File: config.mk
export PLATFORM = sky130hd
export DESIGN_NAME = sd_spi_block_transfer_engine_unit
export DESIGN_NICKNAME = d
export VERILOG_FILES = /design/src/rtl/sdbt_pkg.sv /design/src/rtl/sdbt_cmd_frame.sv /design/src/rtl/sd_spi_block_transfer_engine_unit.sv
export SDC_FILE = /design/constraint.sdc
export NUM_CORES = 1
export LEC_CHECK = 0
export BUFFER_PORTS_ARGS = -buffer_cell sky130_fd_sc_hd__buf_2
export CAP_MARGIN = 20
export CELL_PAD_IN_SITES_DETAIL_PLACEMENT = 0
export CELL_PAD_IN_SITES_GLOBAL_PLACEMENT = 1
export CORE_MARGIN = 3
export CORE_UTILIZATION = 46
export DETAILED_ROUTE_END_ITERATION = 8
export GPL_ROUTABILITY_DRIVEN = 0
export PLACE_DENSITY_LB_ADDON = 0.1
export SYNTH_ARGS = -nofsm -noshare
export SYNTH_HDL_FRONTEND = slang
export SYNTH_SLANG_ARGS = --single-unit
File: constraint.sdc
create_clock -name i_clk -period 5.7 [get_ports i_clk]
set_input_delay 0 -clock i_clk [delete_from_list [all_inputs] [get_ports i_clk]]
set_output_delay 0 -clock i_clk [all_outputs]
set_load 0.02 [all_outputs]
File: src/rtl/sdbt_pkg.sv
// ----------------------------------------------------------------------------
// SD SPI block transfer package
// Phase codes, register indexes and CRC helpers shared by the engine.
// ----------------------------------------------------------------------------
package sdbt_pkg;

    localparam int BLOCK_BYTES   = 512;
    localparam int R1_POLL_LIMIT = 16;
    localparam int SLOT_W        = 10;
    localparam int POLL_W        = 5;

    localparam logic [1:0] MODE_READ  = 2'd0;
    localparam logic [1:0] MODE_WRITE = 2'd1;
    localparam logic [1:0] MODE_SLOT  = 2'd2;

    localparam logic [1:0] CFG_HIGH_CAP  = 2'd0;
    localparam logic [1:0] CFG_CAPACITY  = 2'd1;
    localparam logic [1:0] CFG_CMD_TMO   = 2'd2;
    localparam logic [1:0] CFG_WRITE_TMO = 2'd3;

    localparam logic [1:0] ST_OK    = 2'd0;
    localparam logic [1:0] ST_RANGE = 2'd1;
    localparam logic [1:0] ST_IO    = 2'd2;
    localparam logic [1:0] ST_CRC   = 2'd3;

    localparam logic [5:0] CMD_READ   = 6'd17;
    localparam logic [5:0] CMD_WRITE  = 6'd24;
    localparam logic [5:0] CMD_STATUS = 6'd13;

    typedef enum logic [17:0] {
        PH_IDLE       = 18'd1 << 0,
        PH_ARMED      = 18'd1 << 1,
        PH_SEL_DUMMY  = 18'd1 << 2,
        PH_READY_WAIT = 18'd1 << 3,
        PH_CMD        = 18'd1 << 4,
        PH_R1         = 18'd1 << 5,
        PH_TOKEN      = 18'd1 << 6,
        PH_RDATA      = 18'd1 << 7,
        PH_RCRC_HI    = 18'd1 << 8,
        PH_RCRC_LO    = 18'd1 << 9,
        PH_W_GAP      = 18'd1 << 10,
        PH_W_TOKEN    = 18'd1 << 11,
        PH_WDATA      = 18'd1 << 12,
        PH_W_CRC_HI   = 18'd1 << 13,
        PH_W_CRC_LO   = 18'd1 << 14,
        PH_W_RESP     = 18'd1 << 15,
        PH_W_BUSY     = 18'd1 << 16,
        PH_STATUS     = 18'd1 << 17
    } t_phase;

    function automatic logic [15:0] crc16_byte(input logic [15:0] crc, input logic [7:0] b);
        logic [15:0] c;
        c = crc ^ {b, 8'h00};
        for (int k = 0; k < 8; k++) begin
            c = c[15] ? ((c << 1) ^ 16'h1021) : (c << 1);
        end
        return c;
    endfunction

    function automatic logic [6:0] crc7_byte(input logic [6:0] crc, input logic [7:0] b);
        logic [7:0] c;
        logic [7:0] v;
        c = {1'b0, crc};
        v = b;
        for (int k = 0; k < 8; k++) begin
            c = c << 1;
            if (v[7] ^ c[7]) begin
                c = c ^ 8'h09;
            end
            v = v << 1;
        end
        return c[6:0];
    endfunction

    function automatic logic [6:0] frame_crc7(input logic [5:0] idx, input logic [31:0] arg);
        logic [6:0] c;
        c = crc7_byte(7'd0, {2'b01, idx});
        c = crc7_byte(c, arg[31:24]);
        c = crc7_byte(c, arg[23:16]);
        c = crc7_byte(c, arg[15:8]);
        c = crc7_byte(c, arg[7:0]);
        return c;
    endfunction

endpackage

File: src/rtl/sdbt_cmd_frame.sv
// ----------------------------------------------------------------------------
// SD SPI command frame
// Registers command index, argument and CRC7; selects frame bytes by slot.
// ----------------------------------------------------------------------------
module sdbt_cmd_frame (
    input  logic        i_clk,
    input  logic        i_load,
    input  logic [5:0]  i_index,
    input  logic [31:0] i_argument,
    input  logic [2:0]  i_sel,
    output logic [5:0]  o_index,
    output logic [7:0]  o_byte
);

    logic [5:0]  r_index;
    logic [31:0] r_argument;
    logic [6:0]  r_crc;

    always_ff @(posedge i_clk) begin
        if (i_load) begin
            r_index    <= i_index;
            r_argument <= i_argument;
            r_crc      <= sdbt_pkg::frame_crc7(i_index, i_argument);
        end
    end

    always_comb begin
        unique case (i_sel)
            3'd0:    o_byte = {2'b01, r_index};
            3'd1:    o_byte = r_argument[31:24];
            3'd2:    o_byte = r_argument[23:16];
            3'd3:    o_byte = r_argument[15:8];
            3'd4:    o_byte = r_argument[7:0];
            default: o_byte = {r_crc, 1'b1};
        endcase
    end

    assign o_index = r_index;

endmodule

File: src/rtl/sd_spi_block_transfer_engine_unit.sv
// ----------------------------------------------------------------------------
// SD SPI block transfer engine
// Host-side single block read/write sequencer, one SPI byte slot per item.
// ----------------------------------------------------------------------------
// Input channel (i_valid/o_ready): mode 0/1 starts a read/write of
// i_block_number, mode 2 is one SPI byte slot carrying the byte received
// in the previous slot and the next write byte. Each accepted transaction
// yields exactly one result transaction on o_valid/i_ready.
// The result is registered at the accepting edge.
// Throughput is one transaction per cycle while results are taken;
// the output register is refilled in the same cycle it is drained, so
// o_ready follows only whether the result register is free or being taken.
// When the receiver stalls, the result holds and input is refused.
// Configuration writes (i_cfg_valid/o_cfg_ready) are always taken and
// must only happen while the engine is idle.
// Reset returns the engine to idle, timeouts at 65535 and 262143 slots,
// capacity zero, byte addressing.
// ----------------------------------------------------------------------------
module sd_spi_block_transfer_engine_unit (
    input  logic        i_clk,
    input  logic        i_rst_n,
    input  logic        i_valid,
    output logic        o_ready,
    input  logic [1:0]  i_mode,
    input  logic [31:0] i_block_number,
    input  logic [7:0]  i_received_byte,
    input  logic [7:0]  i_write_data,
    output logic        o_valid,
    input  logic        i_ready,
    output logic [7:0]  o_transmit_byte,
    output logic        o_select_low,
    output logic [7:0]  o_read_data,
    output logic        o_read_data_valid,
    output logic        o_write_data_taken,
    output logic        o_busy_res,
    output logic        o_done_res,
    output logic [1:0]  o_status,
    input  logic        i_cfg_valid,
    output logic        o_cfg_ready,
    input  logic [1:0]  i_cfg_index,
    input  logic [32:0] i_cfg_data
);

    logic        r_high_cap;
    logic [32:0] r_capacity;
    logic [23:0] r_cmd_tmo;
    logic [23:0] r_write_tmo;

    sdbt_pkg::t_phase r_phase, n_phase;
    logic [sdbt_pkg::SLOT_W-1:0] r_slot, n_slot;
    logic [23:0] r_tmo, n_tmo;
    logic [sdbt_pkg::POLL_W-1:0] r_poll, n_poll;
    logic [15:0] r_crc, n_crc;
    logic [7:0]  r_rcrc_hi, n_rcrc_hi;
    logic        r_pend, n_pend;

    logic        r_valid;
    logic [7:0]  r_tx, n_tx;
    logic        r_sel, n_sel;
    logic [7:0]  r_rd, n_rd;
    logic        r_rdv, n_rdv;
    logic        r_taken, n_taken;
    logic        r_busy, n_busy;
    logic        r_done, n_done;
    logic [1:0]  r_st, n_st;

    logic        accept;
    logic        load;
    logic [5:0]  load_index;
    logic [31:0] load_arg;
    logic [2:0]  frame_sel;
    logic [5:0]  cmd_index;
    logic [7:0]  frame_byte;
    logic [15:0] crc_rx;
    logic [15:0] crc_wd;
    logic [7:0]  rx;

    assign o_ready     = !r_valid || i_ready;
    assign accept      = i_valid && o_ready;
    assign o_cfg_ready = 1'b1;
    assign rx          = i_received_byte;
    assign crc_rx      = sdbt_pkg::crc16_byte(r_crc, rx);
    assign crc_wd      = sdbt_pkg::crc16_byte(
                             (r_phase == sdbt_pkg::PH_W_TOKEN) ? 16'd0 : r_crc, i_write_data);

    sdbt_cmd_frame u_frame (
        .i_clk      (i_clk),
        .i_load     (load),
        .i_index    (load_index),
        .i_argument (load_arg),
        .i_sel      (frame_sel),
        .o_index    (cmd_index),
        .o_byte     (frame_byte)
    );

    always_ff @(posedge i_clk) begin
        if (!i_rst_n) begin
            r_high_cap  <= 1'b0;
            r_capacity  <= '0;
            r_cmd_tmo   <= 24'd65535;
            r_write_tmo <= 24'd262143;
        end else if (i_cfg_valid) begin
            unique case (i_cfg_index)
                sdbt_pkg::CFG_HIGH_CAP:  r_high_cap  <= i_cfg_data[0];
                sdbt_pkg::CFG_CAPACITY:  r_capacity  <= i_cfg_data;
                sdbt_pkg::CFG_CMD_TMO:   r_cmd_tmo   <= i_cfg_data[23:0];
                sdbt_pkg::CFG_WRITE_TMO: r_write_tmo <= i_cfg_data[23:0];
            endcase
        end
    end

    always_comb begin
        logic selected;
        logic fin;
        logic [1:0] fin_st;
        n_phase   = r_phase;
        n_slot    = r_slot;
        n_tmo     = r_tmo;
        n_poll    = r_poll;
        n_crc     = r_crc;
        n_rcrc_hi = r_rcrc_hi;
        n_pend    = r_pend;
        n_tx      = 8'hff;
        n_sel     = 1'b0;
        n_rd      = 8'h00;
        n_rdv     = 1'b0;
        n_taken   = 1'b0;
        n_done    = 1'b0;
        n_st      = sdbt_pkg::ST_OK;
        load      = 1'b0;
        load_index = sdbt_pkg::CMD_READ;
        load_arg  = r_high_cap ? i_block_number : {i_block_number[22:0], 9'd0};
        frame_sel = r_slot[2:0];
        fin       = 1'b0;
        fin_st    = sdbt_pkg::ST_OK;
        selected  = (r_phase != sdbt_pkg::PH_IDLE) && (r_phase != sdbt_pkg::PH_ARMED);

        if (i_mode != sdbt_pkg::MODE_SLOT && i_mode[1] == 1'b0
                && r_phase == sdbt_pkg::PH_IDLE) begin
            if ({1'b0, i_block_number} >= r_capacity
                    || (!r_high_cap && i_block_number[31:23] != 9'd0)) begin
                n_done = 1'b1;
                n_st   = sdbt_pkg::ST_RANGE;
            end else begin
                load       = 1'b1;
                load_index = i_mode[0] ? sdbt_pkg::CMD_WRITE : sdbt_pkg::CMD_READ;
                n_phase    = sdbt_pkg::PH_ARMED;
            end
        end else if (i_mode == sdbt_pkg::MODE_SLOT && r_phase != sdbt_pkg::PH_IDLE) begin
            n_sel = 1'b1;
            unique case (r_phase)
                sdbt_pkg::PH_ARMED: n_phase = sdbt_pkg::PH_SEL_DUMMY;
                sdbt_pkg::PH_SEL_DUMMY: begin
                    n_tmo   = 24'd1;
                    n_phase = sdbt_pkg::PH_READY_WAIT;
                end
                sdbt_pkg::PH_READY_WAIT: begin
                    if (rx == 8'hff) begin
                        frame_sel = 3'd0;
                        n_tx      = frame_byte;
                        n_slot    = 10'd1;
                        n_phase   = sdbt_pkg::PH_CMD;
                    end else if (r_tmo >= r_cmd_tmo) begin
                        fin = 1'b1; fin_st = sdbt_pkg::ST_IO;
                    end else begin
                        n_tmo = r_tmo + 24'd1;
                    end
                end
                sdbt_pkg::PH_CMD: begin
                    if (r_slot < 10'd6) begin
                        n_tx   = frame_byte;
                        n_slot = r_slot + 10'd1;
                    end else begin
                        n_poll  = 5'd1;
                        n_phase = sdbt_pkg::PH_R1;
                    end
                end
                sdbt_pkg::PH_R1: begin
                    if (rx[7] && r_poll < 5'(sdbt_pkg::R1_POLL_LIMIT)) begin
                        n_poll = r_poll + 5'd1;
                    end else if (cmd_index == sdbt_pkg::CMD_STATUS) begin
                        if (rx[7]) begin
                            fin = 1'b1; fin_st = sdbt_pkg::ST_IO;
                        end else begin
                            n_pend  = (rx != 8'h00);
                            n_phase = sdbt_pkg::PH_STATUS;
                        end
                    end else if (rx != 8'h00) begin
                        fin = 1'b1; fin_st = sdbt_pkg::ST_IO;
                    end else if (cmd_index == sdbt_pkg::CMD_WRITE) begin
                        n_phase = sdbt_pkg::PH_W_GAP;
                    end else begin
                        n_tmo   = 24'd1;
                        n_phase = sdbt_pkg::PH_TOKEN;
                    end
                end
                sdbt_pkg::PH_TOKEN: begin
                    if (rx == 8'hfe) begin
                        n_slot  = '0;
                        n_crc   = '0;
                        n_phase = sdbt_pkg::PH_RDATA;
                    end else if (r_tmo >= r_cmd_tmo) begin
                        fin = 1'b1; fin_st = sdbt_pkg::ST_IO;
                    end else begin
                        n_tmo = r_tmo + 24'd1;
                    end
                end
                sdbt_pkg::PH_RDATA: begin
                    n_rd   = rx;
                    n_rdv  = 1'b1;
                    n_crc  = crc_rx;
                    n_slot = r_slot + 10'd1;
                    if (r_slot == 10'(sdbt_pkg::BLOCK_BYTES - 1)) begin
                        n_slot  = '0;
                        n_phase = sdbt_pkg::PH_RCRC_HI;
                    end
                end
                sdbt_pkg::PH_RCRC_HI: begin
                    n_rcrc_hi = rx;
                    n_phase   = sdbt_pkg::PH_RCRC_LO;
                end
                sdbt_pkg::PH_RCRC_LO: begin
                    fin    = 1'b1;
                    fin_st = ({r_rcrc_hi, rx} == r_crc) ? sdbt_pkg::ST_OK : sdbt_pkg::ST_CRC;
                end
                sdbt_pkg::PH_W_GAP: begin
                    n_tx    = 8'hfe;
                    n_phase = sdbt_pkg::PH_W_TOKEN;
                end
                sdbt_pkg::PH_W_TOKEN, sdbt_pkg::PH_WDATA: begin
                    n_phase = sdbt_pkg::PH_WDATA;
                    if (r_phase == sdbt_pkg::PH_W_TOKEN
                            || r_slot < 10'(sdbt_pkg::BLOCK_BYTES)) begin
                        n_tx    = i_write_data;
                        n_taken = 1'b1;
                        n_crc   = crc_wd;
                        n_slot  = (r_phase == sdbt_pkg::PH_W_TOKEN) ? 10'd1 : r_slot + 10'd1;
                    end else begin
                        n_tx    = r_crc[15:8];
                        n_phase = sdbt_pkg::PH_W_CRC_HI;
                    end
                end
                sdbt_pkg::PH_W_CRC_HI: begin
                    n_tx    = r_crc[7:0];
                    n_phase = sdbt_pkg::PH_W_CRC_LO;
                end
                sdbt_pkg::PH_W_CRC_LO: n_phase = sdbt_pkg::PH_W_RESP;
                sdbt_pkg::PH_W_RESP: begin
                    if (rx[4:0] == 5'h05) begin
                        n_tmo   = 24'd1;
                        n_phase = sdbt_pkg::PH_W_BUSY;
                    end else begin
                        fin = 1'b1; fin_st = sdbt_pkg::ST_IO;
                    end
                end
                sdbt_pkg::PH_W_BUSY: begin
                    if (rx == 8'hff) begin
                        n_sel      = 1'b0;
                        load       = 1'b1;
                        load_index = sdbt_pkg::CMD_STATUS;
                        load_arg   = '0;
                        n_phase    = sdbt_pkg::PH_ARMED;
                    end else if (r_tmo >= r_write_tmo) begin
                        fin = 1'b1; fin_st = sdbt_pkg::ST_IO;
                    end else begin
                        n_tmo = r_tmo + 24'd1;
                    end
                end
                sdbt_pkg::PH_STATUS: begin
                    fin    = 1'b1;
                    fin_st = (r_pend || rx != 8'h00) ? sdbt_pkg::ST_IO : sdbt_pkg::ST_OK;
                end
                default: begin
                    fin = 1'b1; fin_st = sdbt_pkg::ST_IO;
                end
            endcase
            if (fin) begin
                n_tx    = 8'hff;
                n_sel   = 1'b0;
                n_done  = 1'b1;
                n_st    = fin_st;
                n_phase = sdbt_pkg::PH_IDLE;
            end
        end else begin
            n_sel = selected;
        end
        n_busy = (n_phase != sdbt_pkg::PH_IDLE);
        if (!accept) begin
            load = 1'b0;
        end
    end

    always_ff @(posedge i_clk) begin
        if (!i_rst_n) begin
            r_phase   <= sdbt_pkg::PH_IDLE;
            r_slot    <= '0;
            r_tmo     <= '0;
            r_poll    <= '0;
            r_crc     <= '0;
            r_rcrc_hi <= '0;
            r_pend    <= 1'b0;
            r_valid   <= 1'b0;
        end else begin
            if (accept) begin
                r_phase   <= n_phase;
                r_slot    <= n_slot;
                r_tmo     <= n_tmo;
                r_poll    <= n_poll;
                r_crc     <= n_crc;
                r_rcrc_hi <= n_rcrc_hi;
                r_pend    <= n_pend;
                r_valid   <= 1'b1;
            end else if (i_ready) begin
                r_valid <= 1'b0;
            end
        end
    end

    always_ff @(posedge i_clk) begin
        if (accept) begin
            r_tx    <= n_tx;
            r_sel   <= n_sel;
            r_rd    <= n_rd;
            r_rdv   <= n_rdv;
            r_taken <= n_taken;
            r_busy  <= n_busy;
            r_done  <= n_done;
            r_st    <= n_st;
        end
    end

    assign o_valid            = r_valid;
    assign o_transmit_byte    = r_tx;
    assign o_select_low       = r_sel;
    assign o_read_data        = r_rd;
    assign o_read_data_valid  = r_rdv;
    assign o_write_data_taken = r_taken;
    assign o_busy_res         = r_busy;
    assign o_done_res         = r_done;
    assign o_status           = r_st;

    a_phase_onehot: assert property (@(posedge i_clk) disable iff (!i_rst_n)
        $onehot(r_phase))
        else $error("phase register lost its one-hot code");

    a_done_not_busy: assert property (@(posedge i_clk) disable iff (!i_rst_n)
        r_valid && r_done |-> !r_busy && !r_sel)
        else $error("done result still busy or selected");

    a_read_crc_len: assert property (@(posedge i_clk) disable iff (!i_rst_n)
        r_phase == sdbt_pkg::PH_RDATA |-> r_slot < 10'(sdbt_pkg::BLOCK_BYTES))
        else $error("read slot counter beyond block");

    a_stall_hold: assert property (@(posedge i_clk) disable iff (!i_rst_n)
        $past(r_valid && !i_ready) && $past(i_rst_n) |-> $stable(r_phase))
        else $error("state advanced while result stalled");

endmodule
After elaboration in Yosys (flattened, before gate mapping)
Cells that the tools add are included.

Reductions and logical operators: 38. Equality and inequality tests: 52. $add $sub $neg: 3. Order comparisons: 6. Mux-type cells: 202. Bitwise operators: 101.

Operators by type and width (count): $mux W7 (38); $mux W18 (14); $pmux W18 S14 (1); $mux W24 (10); $mux W13 (16); $mux W32 (5); $mux W4 (40); $pmux W24 S6 (1); $pmux W8 S5 (2); $not A2 Y2 (38); $mux W10 (6); $pmux W10 S5 (1); $ge A24 B24 Y1 (2); $mux W16 (3); $not A3 Y3 (16); $pmux W16 S3 (1); $xor A1 B1 Y1 (38); $ne A18 B1 Y1 const B (2); $ge A32 B33 Y1 (1); $ne A2 B2 Y1 const B (16); $xor A16 B16 Y16 (2); $mux W1 (31); $mux W2 (15); $mux W5 (5); 65 further kinds (98).

Bits in registers: 233. Output and inout port bits: 26. Input bits: 90. Word-level logic and storage cells: 426.

Longest topological paths before layout
Word-level depth: 120. Gate-level depth with buffers: 13. Mapped depth without buffers: 11.

Modules after synthesis
From an unflattened synthesis, not the netlist that was laid out.

Cell total of the unflattened synthesis: 1668. Area, all modules: 14520.2 µm².

By module, submodules not included: sd_spi_block_transfer_engine_unit (cells an instance 1514, times used 1, area each 11982.7 µm², sequential area each 3993.8 µm²); sdbt_cmd_frame (cells an instance 154, times used 1, area each 2537.4 µm², sequential area each 1351.3 µm²).

Worst setup path after synthesis
OpenSTA, ideal clock, no wires.

Path type: flip-flop to flip-flop. From: reg r_capacity[4]. To: reg u_frame.r_index[0], in the netlist u_frame.o_index[0] (enable). Stages on the path, launching flop included: 10. Arrival time: 4.266 ns. Buffers on the path: 0. Data required time: 5.241 ns. Period minus slack after synthesis: 4.725 ns. Setup time: 0.459 ns. Path slack: 0.975 ns. Cells stage by stage: dfxtp_1 > inv_1 > ha_1 > and3_1 > o21ai_0 > a41oi_1 > or4b_2 > a211oi_1 > nand2_1 > a21oi_1.

Word-level cells in the longest chain between the ends: 5.

RTL lines: start, declared (line sd_spi_block_transfer_engine_unit.sv:45) `logic [32:0] r_capacity;`; start signal, assigned (line sd_spi_block_transfer_engine_unit.sv:105) `sdbt_pkg::CFG_CAPACITY: r_capacity <= i_cfg_data;`; $ge A32 B33 Y1 (line sd_spi_block_transfer_engine_unit.sv:140) `if ({1'b0, i_block_number} >= r_capacity`; $logic_or A1 B1 Y1 (line sd_spi_block_transfer_engine_unit.sv:141) `|| (!r_high_cap && i_block_number[31:23] != 9'd0)) begin`; $mux W1 (line sd_spi_block_transfer_engine_unit.sv:140); $mux W1 (line sd_spi_block_transfer_engine_unit.sv:138) `if (i_mode != sdbt_pkg::MODE_SLOT && i_mode[1] == 1'b0`; $mux W1 (line sd_spi_block_transfer_engine_unit.sv:288) `if (!accept) begin`; named net load (line sd_spi_block_transfer_engine_unit.sv:68) `logic load;`; end signal, assigned (line sdbt_cmd_frame.sv:21) `r_index <= i_index;`; end, declared (line sdbt_cmd_frame.sv:15) `logic [5:0] r_index;`.

The timed path passes the listed nets, and every way through them passes these cells. A chain may end at the register's enable or synchronous reset.

Worst setup path after layout
From: reg r_capacity[4]. To: reg u_frame.r_argument[2] (enable).

Word-level cells in the longest chain between the ends: 5.

RTL lines: $ge A32 B33 Y1 (line sd_spi_block_transfer_engine_unit.sv:140); $logic_or A1 B1 Y1 (line sd_spi_block_transfer_engine_unit.sv:141); $mux W1 (line sd_spi_block_transfer_engine_unit.sv:140); $mux W1 (line sd_spi_block_transfer_engine_unit.sv:138); $mux W1 (line sd_spi_block_transfer_engine_unit.sv:288); named net load (line sd_spi_block_transfer_engine_unit.sv:68); end signal, assigned (line sdbt_cmd_frame.sv:22) `r_argument <= i_argument;`; end, declared (line sdbt_cmd_frame.sv:16) `logic [31:0] r_argument;`.

The timed path passes the listed nets, and every way through them passes these cells.

==> run_results.csv <==
group,metric,value,unit
status,result_of_the_run,"complete, no violations",
timing,layout_worst_path_cycle_share,0.682,
setup_path,worst_setup_path_start_kind,"flop",
global_routing,largest_net_degree_at_the_start_of_global_routing,50,
min_path,hold_path_depth,3,
power,power.share.sequential,0.419,
route,drc,0,
die,design.die.area,34100,um2
timing,setup-tns-final,0,ps
synth,synth-warning-count,0,
setup_path,critical_path_buf_inv_count,2,
cells_and_area,nFillCells,2900,
placement,place.port_buffers,114,
die,die_h,185,um
route,vias,13300,
die,start_util,0.473,
cells_and_area,syn2layout_area_growth,17.3,%
synth,number_of_flops_mapped_to_enable_cells_by_yosys,66,
clocking,ctsLongestPathBuffers,3,
timing,worst-slew-pin-transition,996,ps
cells_and_area,layout.cells.non_filler,2298,
setup_path,timing.critical_path.arrival,4100,ps
die,floorplan.io_pins,116,
min_path,hold-path-endpoint,"u_frame.r_argument[16]",
route,initial_drc_count,1295,
setup_path,endpoint_kind,"flop",
timing,fin_skew,15.0,ps
route,totalWireLength,45000,um
cells_and_area,post-route-cell-area,17200,um2
global_routing,gr-usage-all-layers,0.261,
placement,inst_count_dp,2160,
die,core,31000,um2
clocking,clock-sinks,231,
power,total_leakage_power,6.85,nW
route,avgViaCountPerCell,5.78,
synth,synth_ff_type,"dfxtp_1",
cells_and_area,num-nets-final,2052,
placement,place_worst_setup_slack,1820,ps
clocking,htree_levels,1,
clocking,cts_hold_repair.buffers,85,
route,drt_pre_antenna_iters,5,
global_routing,grt_pass1_vias,12900,
route,ant_nets,0,
placement,placement.cell_area,15500,um2
die,chipWidth,185,um
die,row_count,64,
synth,postSynthRegisterBits,231,
cells_and_area,layout-drive-gt1-share,0.112,
setup_path,timing.setup.critical_path_class,"reg -> reg",
clocking,clk_pin_slew_worst_paths,50,ps
timing,min_period,3890,ps
timing,setup_repair_after_global_routing_missed_its_margin,"no",
route,wl_per_cell,19.6,um
job,cap_viol_max_count,0,
power,ir_drop,209,uV
power,p_sw,0.00113,W
cells_and_area,multiInputGateArea,8600,um2
timing,max-slew-margin-rel,0.335,
synth,synth.yosys.seq_area_share,0.360,
placement,place.detailed.hpwl,32400,um
timing,maxClockFrequency,257,MHz
power,switching_share,0.268,
setup_path,rrSetupSlack,1810,ps
power,total_power,0.00421,W
global_routing,globalRoute.totalOverflow,0,
setup_path,slowest_stage,"or4b_2",
synth,synth.net_count,1913,
timing,finalSetupViolations,0,
setup_path,required_time_worst_endpoint,5910,ps
global_routing,wire_length_of_the_first_global_routing_pass,71300,um
synth,postSynth.asyncResetShare,0,
clocking,insertion_delay,550,ps
setup_path,reg2reg_end,"u_frame.r_argument[2]",
clocking,post_cts.repair.setup_buffers,0,
clocking,cts.repair.resized,0,
clocking,cts_buffers,28,
timing,timing.final.max_slew_violations,0,
cells_and_area,seq_area,5290,um2
min_path,source_of_the_worst_hold_timing_path,"i_block_number[16]",
power,power.share.combinational,0.175,
setup_path,critical_path.max_fanout,23,
synth,synthMostInstantiatedCell,"nand2_1",
global_routing,grt_antenna_before_repair,0,
power,cellInternalPower,0.00308,W
setup_path,worst-r2r-cell-count,10,
min_path,hold_path_class,"in -> reg",
setup_path,crit-reg2reg-launch,"r_capacity[4]",
synth,synthesis.area,14700,um2
setup_path,slowest_delay,630,ps
timing,postLayoutSetupSlackWorst,1810,ps
synth,synthDominantCellAreaShare,0.225,
synth,synth_area_leaders,"dfxtp_1 23%, edfxtp_1 14%, ha_1 7.1%",
setup_path,crit_family,"compound AO/OA/AOI/OAI gates",
synth,synthTopCellsByCount,"215 x nand2_1, 165 x dfxtp_1, 146 x a21oi_1",
synth,netlist-cell-type-count,78,
power,p_clk_frac,0.406,
clocking,tritoncts,"yes",
synth,synth.largest_area_cell,"dfxtp_1",
power,power.density_cell_area,245,nW/um2
timing,number_of_failing_hold_endpoints_at_the_final_stage,0,
clocking,clock-root-buffer,"clkbuf_16",
synth,netlist_instances,1740,
synth,syn-mean-instance-area,8.43,um2
setup_path,crit_chain,"inv_1, ha_1, and3_1, o21ai_0, a41oi_1, or4b_2, a211oi_1, nand2_1, a21oi_4, buf_4",
==> power by group through the flow <==
| stage | clock, W | combinational, W | sequential (W) |
|---|---|---|---|
| floorplan | 0 | 0.000488 | 0.00180 |
| global placement | 0 | 0.000674 | 0.00180 |
| detailed placement | 0 | 0.000685 | 0.00180 |
| CTS | 0.00174 | 0.000732 | 0.00176 |
| global route | 0.00181 | 0.000811 | 0.00177 |
| finish | 0.00171 | 0.000738 | 0.00177 |
==> metal layers <==
layer  global-route usage  up-vias  wire [um]
met5                    0        -          0
met2                0.434      439      21000
li1                     -     6513          -
met1                0.353     6241      20100
met4               0.0956        0       1720
met3               0.0270       99       2210
==> logic make-up after synthesis <==
| kind of cell | Yosys count | share of synthesized area |
|---|---|---|
| DFF | 231 | 0.360 |
| muxes | 59 | 0.0402 |
| buffers and inverters | 208 | 0.0553 |
| AOI/OAI and AO/OA | 378 | 0.164 |
| adders and majority gates | 83 | 0.0708 |
| xor gates and xnor gates | 144 | 0.0897 |
| and+or+nand+nor | 636 | 0.219 |
| other | 1 | 0.000256 |
==> placed cells by master, fill, tap and decap left out, types with 15 or more instances in the layout <==
cell type | synthesis | routed
dlygate4sd3_1 | 0 | 85
ha_1 | 83 | 83
nand2b_1 | 15 | 15
buf_2 | 9 | 114
xnor2_1 | 68 | 68
or3_1 | 31 | 31
a211oi_1 | 25 | 25
inv_1 | 94 | 94
edfxtp_1 | 66 | 66
mux2i_1 | 59 | 59
dfxtp_1 | 165 | 164
nand2_1 | 215 | 215
nor4_1 | 25 | 24
a21oi_1 | 146 | 145
a21o_1 | 26 | 26
nor3_1 | 30 | 30
o21ai_0 | 54 | 53
nand4_1 | 36 | 36
clkbuf_16 | 0 | 29
buf_4 | 1 | 22
nand3_1 | 49 | 49
o211ai_1 | 42 | 42
nor2_1 | 126 | 125
xor2_1 | 72 | 72
and3_1 | 30 | 30
==> flip-flops by register name, summed over array words and instances, names as in the netlist, 4 cells and up <==
signal / flops
o_read_data: 8
o_transmit_byte: 8
r_capacity: 33
r_cmd_tmo: 24
r_crc: 16
r_phase: 18
r_poll: 5
r_rcrc_hi: 8
r_slot: 10
r_tmo: 24
r_write_tmo: 24
u_frame.o_index: 4
u_frame.r_argument: 32
u_frame.r_crc: 7
==> how the worst max path moves through the flow <==
stage	endpoint	slack, ps	startpoint	cells after the start
floorplan	u_frame.o_index[0]	980	r_capacity[4]	9
global placement	u_frame.r_crc[3]	1960	r_capacity[4]	10
detailed placement	u_frame.r_crc[4]	1820	r_capacity[1]	10
CTS	u_frame.r_argument[2]	1790	r_capacity[4]	10
global route	u_frame.r_argument[3]	1510	r_capacity[1]	10
finish	u_frame.r_argument[2]	1810	r_capacity[4]	10
==> through the flow <==
| step | hold WS (ps) | util |
|---|---|---|
| floorplan | 124 | - |
| global placement | 244 | 0.499 |
| detailed placement | 253 | 0.499 |
| CTS | 1.82 | 0.555 |
| global route | 33.0 | 0.555 |
| finish | 9.26 | 0.555 |
==> worst min-delay path: cells and delay by family <==
kind | cells | cell delay, ps
buffers and inverters | 1 | 210
muxes | 1 | 110
and+or+nand+nor | 1 | 90
==> final cells by class <==
| cell class | count | share of cell area |
|---|---|---|
| diodes | 1 | 0.000145 |
| clock buffers | 45 | 0.0491 |
| clock inverters | 7 | 0.00211 |
| inverters | 96 | 0.0209 |
| multi-input cells | 1301 | 0.500 |
| flip-flops and latches | 231 | 0.307 |
| well taps | 396 | 0.0288 |
| repair buffers | 221 | 0.0922 |
Power figures use the tool's default switching activity.
